`config.mk`:
```
export PLATFORM = sky130hd
export DESIGN_NAME = pwr_ctrl
export DESIGN_NICKNAME = d
export VERILOG_FILES = /design/src/rtl/pwr_pkg.sv /design/src/rtl/pwr_ctrl.sv
export SDC_FILE = /design/constraint.sdc
export NUM_CORES = 1
export LEC_CHECK = 0
export BUFFER_PORTS_ARGS = -buffer_cell sky130_fd_sc_hd__clkbuf_2
export CORE_AREA = 10 10 47 49
export CTS_CLUSTER_DIAMETER = 60
export CTS_CLUSTER_SIZE = 20
export DETAILED_ROUTE_END_ITERATION = 16
export DIE_AREA = 0 0 57 59
export REMOVE_ABC_BUFFERS = 1
export SLEW_MARGIN = 10
export SYNTH_ARGS = -nofsm -noshare
export SYNTH_HDL_FRONTEND = slang
export SYNTH_SLANG_ARGS = --single-unit
```
`constraint.sdc`:
```
create_clock -name clk_i -period 0.95 [get_ports clk_i]
set_input_delay 0.0475 -clock clk_i [delete_from_list [all_inputs] [get_ports clk_i]]
set_output_delay 0.0475 -clock clk_i [all_outputs]
set_load 0.03 [all_outputs]
```
`src/rtl/pwr_pkg.sv`:
```
// Shared types, constants and helpers of the prefix-walk range builder.
`default_nettype none

package pwr_pkg;

  localparam int AddrW  = 32;
  localparam int LenW   = 8;
  localparam int ValueW = 16;
  localparam int CmdW   = 2;
  localparam int Levels = 33;
  localparam int MaxLen = 32;
  localparam int DepthW = $clog2(Levels);

  typedef enum logic [CmdW-1:0] {
    CMD_PRE    = 2'd0,
    CMD_POST   = 2'd1,
    CMD_FINISH = 2'd2
  } cmd_e;

  typedef struct packed {
    logic [CmdW-1:0]   command;
    logic [AddrW-1:0]  prefix_addr;
    logic [LenW-1:0]   prefix_len;
    logic [ValueW-1:0] value_id;
  } in_item_t;

  typedef struct packed {
    logic [AddrW-1:0]  range_start;
    logic [AddrW-1:0]  range_end;
    logic [ValueW-1:0] range_value;
  } out_item_t;

  typedef enum logic [2:0] {
    ST_IDLE,
    ST_DECODE,
    ST_PRE_RD,
    ST_PRE_FILL,
    ST_POST_DEPTH,
    ST_POST_RD,
    ST_UPDATE,
    ST_FLUSH
  } state_e;

  // Controller to datapath
  typedef struct packed {
    logic load;
    logic prep;
    logic rd_level;
    logic fill_step;
    logic set_level;
    logic post_depth;
    logic update;
    logic flush;
  } ctl_t;

  // Datapath to controller
  typedef struct packed {
    logic is_pre;
    logic is_post;
    logic is_finish;
    logic item_ok;
    logic wraps;
    logic depth_lt_len;
    logic out_free;
  } sts_t;

  // Count trailing zeros by halving; a zero word gives all ones.
  function automatic logic [4:0] trailing_zeros(logic [AddrW-1:0] x);
    logic [AddrW-1:0] v;
    logic [4:0]       n;
    v = x;
    n = '0;
    if (v[15:0] == 16'h0) begin
      n[4] = 1'b1;
      v    = v >> 16;
    end
    if (v[7:0] == 8'h0) begin
      n[3] = 1'b1;
      v    = v >> 8;
    end
    if (v[3:0] == 4'h0) begin
      n[2] = 1'b1;
      v    = v >> 4;
    end
    if (v[1:0] == 2'h0) begin
      n[1] = 1'b1;
      v    = v >> 2;
    end
    if (v[0] == 1'b0) begin
      n[0] = 1'b1;
    end
    return n;
  endfunction

endpackage

`default_nettype wire

```
`src/rtl/pwr_ctrl.sv`:
```
// Sequencing state machine of the prefix-walk range builder.
`default_nettype none

module pwr_ctrl (
  input  logic          clk_i,
  input  logic          rst_ni,
  input  logic          in_valid_i,
  output logic          in_ready_o,
  input  pwr_pkg::sts_t sts_i,
  output pwr_pkg::ctl_t ctl_o
);
  import pwr_pkg::*;

  state_e state_q, state_d;

  always_ff @(posedge clk_i or negedge rst_ni) begin
    if (!rst_ni) begin
      state_q <= ST_IDLE;
    end else begin
      state_q <= state_d;
    end
  end

  always_comb begin
    state_d    = state_q;
    ctl_o      = '0;
    in_ready_o = 1'b0;
    unique case (state_q)
      ST_IDLE: begin
        in_ready_o = 1'b1;
        if (in_valid_i) begin
          ctl_o.load = 1'b1;
          state_d    = ST_DECODE;
        end
      end
      ST_DECODE: begin
        ctl_o.prep = 1'b1;
        priority if (sts_i.is_finish) begin
          state_d = ST_FLUSH;
        end else if (!sts_i.item_ok) begin
          state_d = ST_IDLE;
        end else if (sts_i.is_pre) begin
          state_d = ST_PRE_RD;
        end else if (sts_i.is_post && !sts_i.wraps) begin
          state_d = ST_POST_DEPTH;
        end else begin
          state_d = ST_IDLE;
        end
      end
      ST_PRE_RD: begin
        ctl_o.rd_level = 1'b1;
        state_d        = ST_PRE_FILL;
      end
      ST_PRE_FILL: begin
        // copy the inherited value upwards one level a cycle, then set own level
        if (sts_i.depth_lt_len) begin
          ctl_o.fill_step = 1'b1;
        end else begin
          ctl_o.set_level = 1'b1;
          state_d         = ST_UPDATE;
        end
      end
      ST_POST_DEPTH: begin
        ctl_o.post_depth = 1'b1;
        state_d          = ST_POST_RD;
      end
      ST_POST_RD: begin
        ctl_o.rd_level = 1'b1;
        state_d        = ST_UPDATE;
      end
      ST_UPDATE: begin
        if (sts_i.out_free) begin
          ctl_o.update = 1'b1;
          state_d      = ST_IDLE;
        end
      end
      ST_FLUSH: begin
        if (sts_i.out_free) begin
          ctl_o.flush = 1'b1;
          state_d     = ST_IDLE;
        end
      end
      default: begin
        state_d = ST_IDLE;
      end
    endcase
  end

endmodule

`default_nettype wire

```
# Yosys cells after proc, flatten, opt, wreduce, memory -nomap -nowiden

Cells that the tools add are included.

Register bits after elaboration: 3
Bits in latches: 0
RAM bits: 0
ROM bits: 0
Output and inout port bits: 9
Word-level logic and storage cells: 37
Memories kept: 0

Add/sub/neg operators: 0
$mul: 0
Divide/modulo/power cells: 0
Order comparisons: 0
Equal/unequal tests: 10
Shift-type cells: 0
Muxes and demuxes: 20
Bitwise operators: 0
Reduce and logical (&&, ||, !) cells: 6

Operators with widths:

| kind                                                             | count |
|---|---|
| 3-bit two-way mux                                                | 7 |
| 3-bit case mux with 7 select lines                               | 1 |
| 3-bit == test (second input constant)                            | 4 |
| 1-bit two-way mux                                                | 11 |
| 3-bit by 2-bit == test with 1-bit output (second input constant) | 2 |
| 2-bit != test (second input constant)                            | 2 |
| 2-bit OR reduction                                               | 2 |
| 3-bit by 1-bit == test with 1-bit output (second input constant) | 1 |
| 3-bit logical NOT                                                | 1 |
| 3-bit AND reduction                                              | 1 |
| 2-bit two-way mux                                                | 1 |
| 2-bit by 1-bit != test with 1-bit output (second input constant) | 1 |
| 1-bit logical AND                                                | 1 |
| 1-bit logical NOT                                                | 1 |

# Depth between registers and ports, before layout

Depth in word-level cells: 7
Depth in mapped cells: 4
Depth with buffers taken out: 3

# Worst setup path after synthesis

No wires, ideal clock.

Path type: reg2out
Start point: register state_q[0]
End point: output port ctl_o[7] in the netlist's numbering
Arrival: 1388 ps
Required time: 902 ps
Path slack: -485 ps
Stages on the path, launching flop included: 4
Path through: dfrtp_1 buf_2 nor3_2 and2_1

RTL lines:

| element                | RTL line       | text |
|---|---|---|
| start, declared        | pwr_ctrl.sv:14 | `state_e state_q, state_d;` |
| start signal, assigned | pwr_ctrl.sv:20 | `state_q <= state_d;` |
| end, declared          | pwr_ctrl.sv:10 | `output pwr_pkg::ctl_t ctl_o` |

==> key figures <==
Clock tree
  – Buffer levels on the longest clock path: 2
  – Clk sinks: 3
  – Clk Latency, worst-skew pair: roughly 240 ps
  – CTS tree: done
  – Clock-pin slew on the worst setup and hold paths: 40 ps
  – H-tree level count: 1
  – CTS Buf Count: 3
  – Root Buffer: clkbuf_4

Floorplan
  – Row Count: 14
  – Die Width: between 50 and 60 um
  – Die height: slightly below 60 um
  – Initial Util: between 10% and 20%
  – Die footprint: around 3400 um2
  – Placeable Area: 1400 um2
  – I/O pins: 19

Detailed routing
  – Met3 wire len: 109 um
  – WL final: 1260 um
  – DR pass1 iterations: 4
  – DR vias/cell: roughly 4.8
  – Uppermost layer routed: met4
  – DRC: 0
  – DR WL/cell: around 15 um
  – Routed wl met2: 674 um
  – Post-route ant nets: 0
  – Starting DRC count in detailed routing: 9
  – Wl on met1: 443 um
  – Via count: a little over 400

STA
  – Final Setup Violations: 12
  – Max frequency: between 700 and 800 MHz
  – Fin. max-slew vios: 0
  – Fin crit share: 140%
  – Slew Limit Headroom: between 60% and 70%
  – Clock period minus worst slack: 1330 ps
  – Fin Clk Skew: between 5 and 6 ps
  – Hold Worst Slack: between 100 and 150 ps
  – Final worst setup slack: -383 ps
  – Count of final hold-check violations: 0
  – RSZ-0062 raised after global routing: true
  – Worst-Margin Slew: between 500 and 600 ps

Synth
  – Syn avg cell area: roughly 8.5 um2
  – Synthesis-stage register bit count: 3
  – Synth cell types: 23
  – Post-Synthesis Cells: 33
  – Register area share after synthesis: between 20 and 30%
  – YS warnings: 0
  – Synthesized area: around 280 um2

Final layout
  – Largest Register: state_q
  – Antenna Cells: 0
  – Storage cell area: 77.6 um2
  – Biggest regs: state_q (3)
  – Layout cells sized above 1: 80.0%
  – # fillers: 128
  – Layout area overhead: 163%
  – Multi-input gate area: 273 um2
  – Number of flip-flops in the largest register: 3
  – Nets: approximately 80

Power
  – Power density over the cells: approximately 3600 nW/um2
  – NetSw: 1.17 mW
  – Clock power frac: under 10%
  – Switch share: between 40 and 50%
  – Reg power frac: 12.2%
  – Static Leak: about 0.33 nW
  – Combinational share of power: 78.7%
  – P_int: about 1.5 mW
  – VDD IR-drop max: around 1.3 mV

GRT
  – Gr ovfl total: 0
  – Largest net degree at the start of global routing: 10
  – First-pass GRT wire length: ~1800 um
  – Initial antenna violation count: 0
  – Total track usage: between 6 and 7%
  – Vias in the first global route: 424

Setup path
  – Startpoint class of the critical path: register
  – CP endpoint kind: primary output
  – CP Data Arrival Time: between 1000 and 1500 ps
  – Kind of critical path: register to primary output
  – Crit Path Max Fanout: 3
  – Worst Path Required: around 900 ps

Place
  – Worst slack, placed: -191 ps
  – Final GP Congestion: between 0.7 and 0.8
  – Buffers on Ports: 18
  – Dpl hpwl: 769 um

Worst hold path
  – Hold crit path type: input port to async pin

Status
  – Failing checks: negative setup slack
  – Outcome: finished, violations left

Flow run
  – Max Cap Viol: 0
==> layout make-up <==
class / count / area share, %
flip-flops and latches: 3 / 10.6
inverters: 1 / 0.852
repair buffers: 36 / 45.1
multi-input cells: 26 / 37.1
well taps: 16 / 2.73
clock buffers: 4 / 3.58
==> worst max-delay path, cell delays in order (launching register included) <==
cell and delay, ps:
dfrtp_1 410, or2b_1 280, o22ai_2 190, buf_6 160
==> power by group through the flow <==
stage,clock (mW),sequential [mW],combinational [mW]
2_1_floorplan,0,0.359,0.556
3_3_place_gp,0,0.297,1.08
3_5_place_dp,0,0.303,1.09
4_1_cts,0.231,0.312,1.51
5_1_grt,0.261,0.339,2.19
6_report,0.239,0.324,2.08
==> stage by stage <==
step | utilization, % | total power [mW] | TNS [ps] | cell area [um2] | std cells
6_report | 52.4 | 2.65 | -3480 | 734 | 86
5_1_grt | 52.4 | 2.79 | -4000 | 734 | 86
4_1_cts | 42.9 | 2.06 | -3560 | 601 | 81
3_5_place_dp | 30.5 | 1.39 | -1670 | 428 | 72
3_3_place_gp | 30.5 | 1.37 | -1470 | 428 | 72
2_1_floorplan | - | 0.915 | -2770 | 258 | 30
==> kinds of logic after synthesis <==
| group | Yosys count | synth area share (%) |
|---|---|---|
| flops | 3 | 26.9 |
| buf+inv | 4 | 8.97 |
| simple gates | 19 | 44.8 |
| compound gates | 7 | 19.3 |
==> final timing paths <==
path                             from         end  slack (ps)  cells past startpoint
max                        state_q[0]    ctl_o[5]        -380                      3
min                            rst_ni  state_q[0]         140                      2
max reg2reg                state_q[2]  state_q[1]        -280                      5
min reg2reg                state_q[1]  state_q[1]         750                      3
max in group asynchronous      rst_ni  state_q[1]         680                      2
min in group clk_i           sts_i[0]  state_q[0]         190                      3
==> cell usage after synthesis <==
cell type  count  area share (%)
inv_1          1             1.3
o21ai_0        1             1.8
and3_1         1             2.2
dfrtp_1        3              27
or2b_1         1             2.7
and2_1         2             4.5
a21oi_1        2             3.6
nor3_1         2             3.6
nand2_4        1             4.0
buf_6          1             4.0
nand2_1        1             1.3
a311oi_2       1             5.4
o22ai_1        1             2.2
nor4_1         1             2.2
nor3b_1        1             2.7
nor3_2         2             7.2
nor2b_1        1             2.2
nor4bb_1       1             3.6
nor2_1         3             4.0
nand2b_1       2             4.5
a211o_1        1             3.1
a31o_1         1             3.1
buf_2          2             3.6
==> what timing repair did <==
item,CTS,global route
hold endpoints to repair,3,0
gates cloned,0,0
gates resized for setup,30,27
setup endpoints to repair,12,12
pin swaps,4,8
hold buffers,1,0
buffers inserted,4,6
==> routing by layer <==
layer,GRT usage [%],up-vias
li1,-,192
met1,5.74,192
met2,12.1,22
met3,3.65,4
met4,5.03,0
met5,0,-
==> placed cells by master (no fill, tap or decap), drive strengths merged, types with 2 or more instances in the layout <==
cell / netlist / final
nor2: 3 / 3
nand2: 2 / 2
nor3: 4 / 4
and2: 2 / 2
buf: 3 / 22
nand2b: 2 / 2
a21oi: 2 / 2
dfrtp: 3 / 3
clkbuf: 0 / 17
No activity file was read; power rests on OpenSTA's default activity.
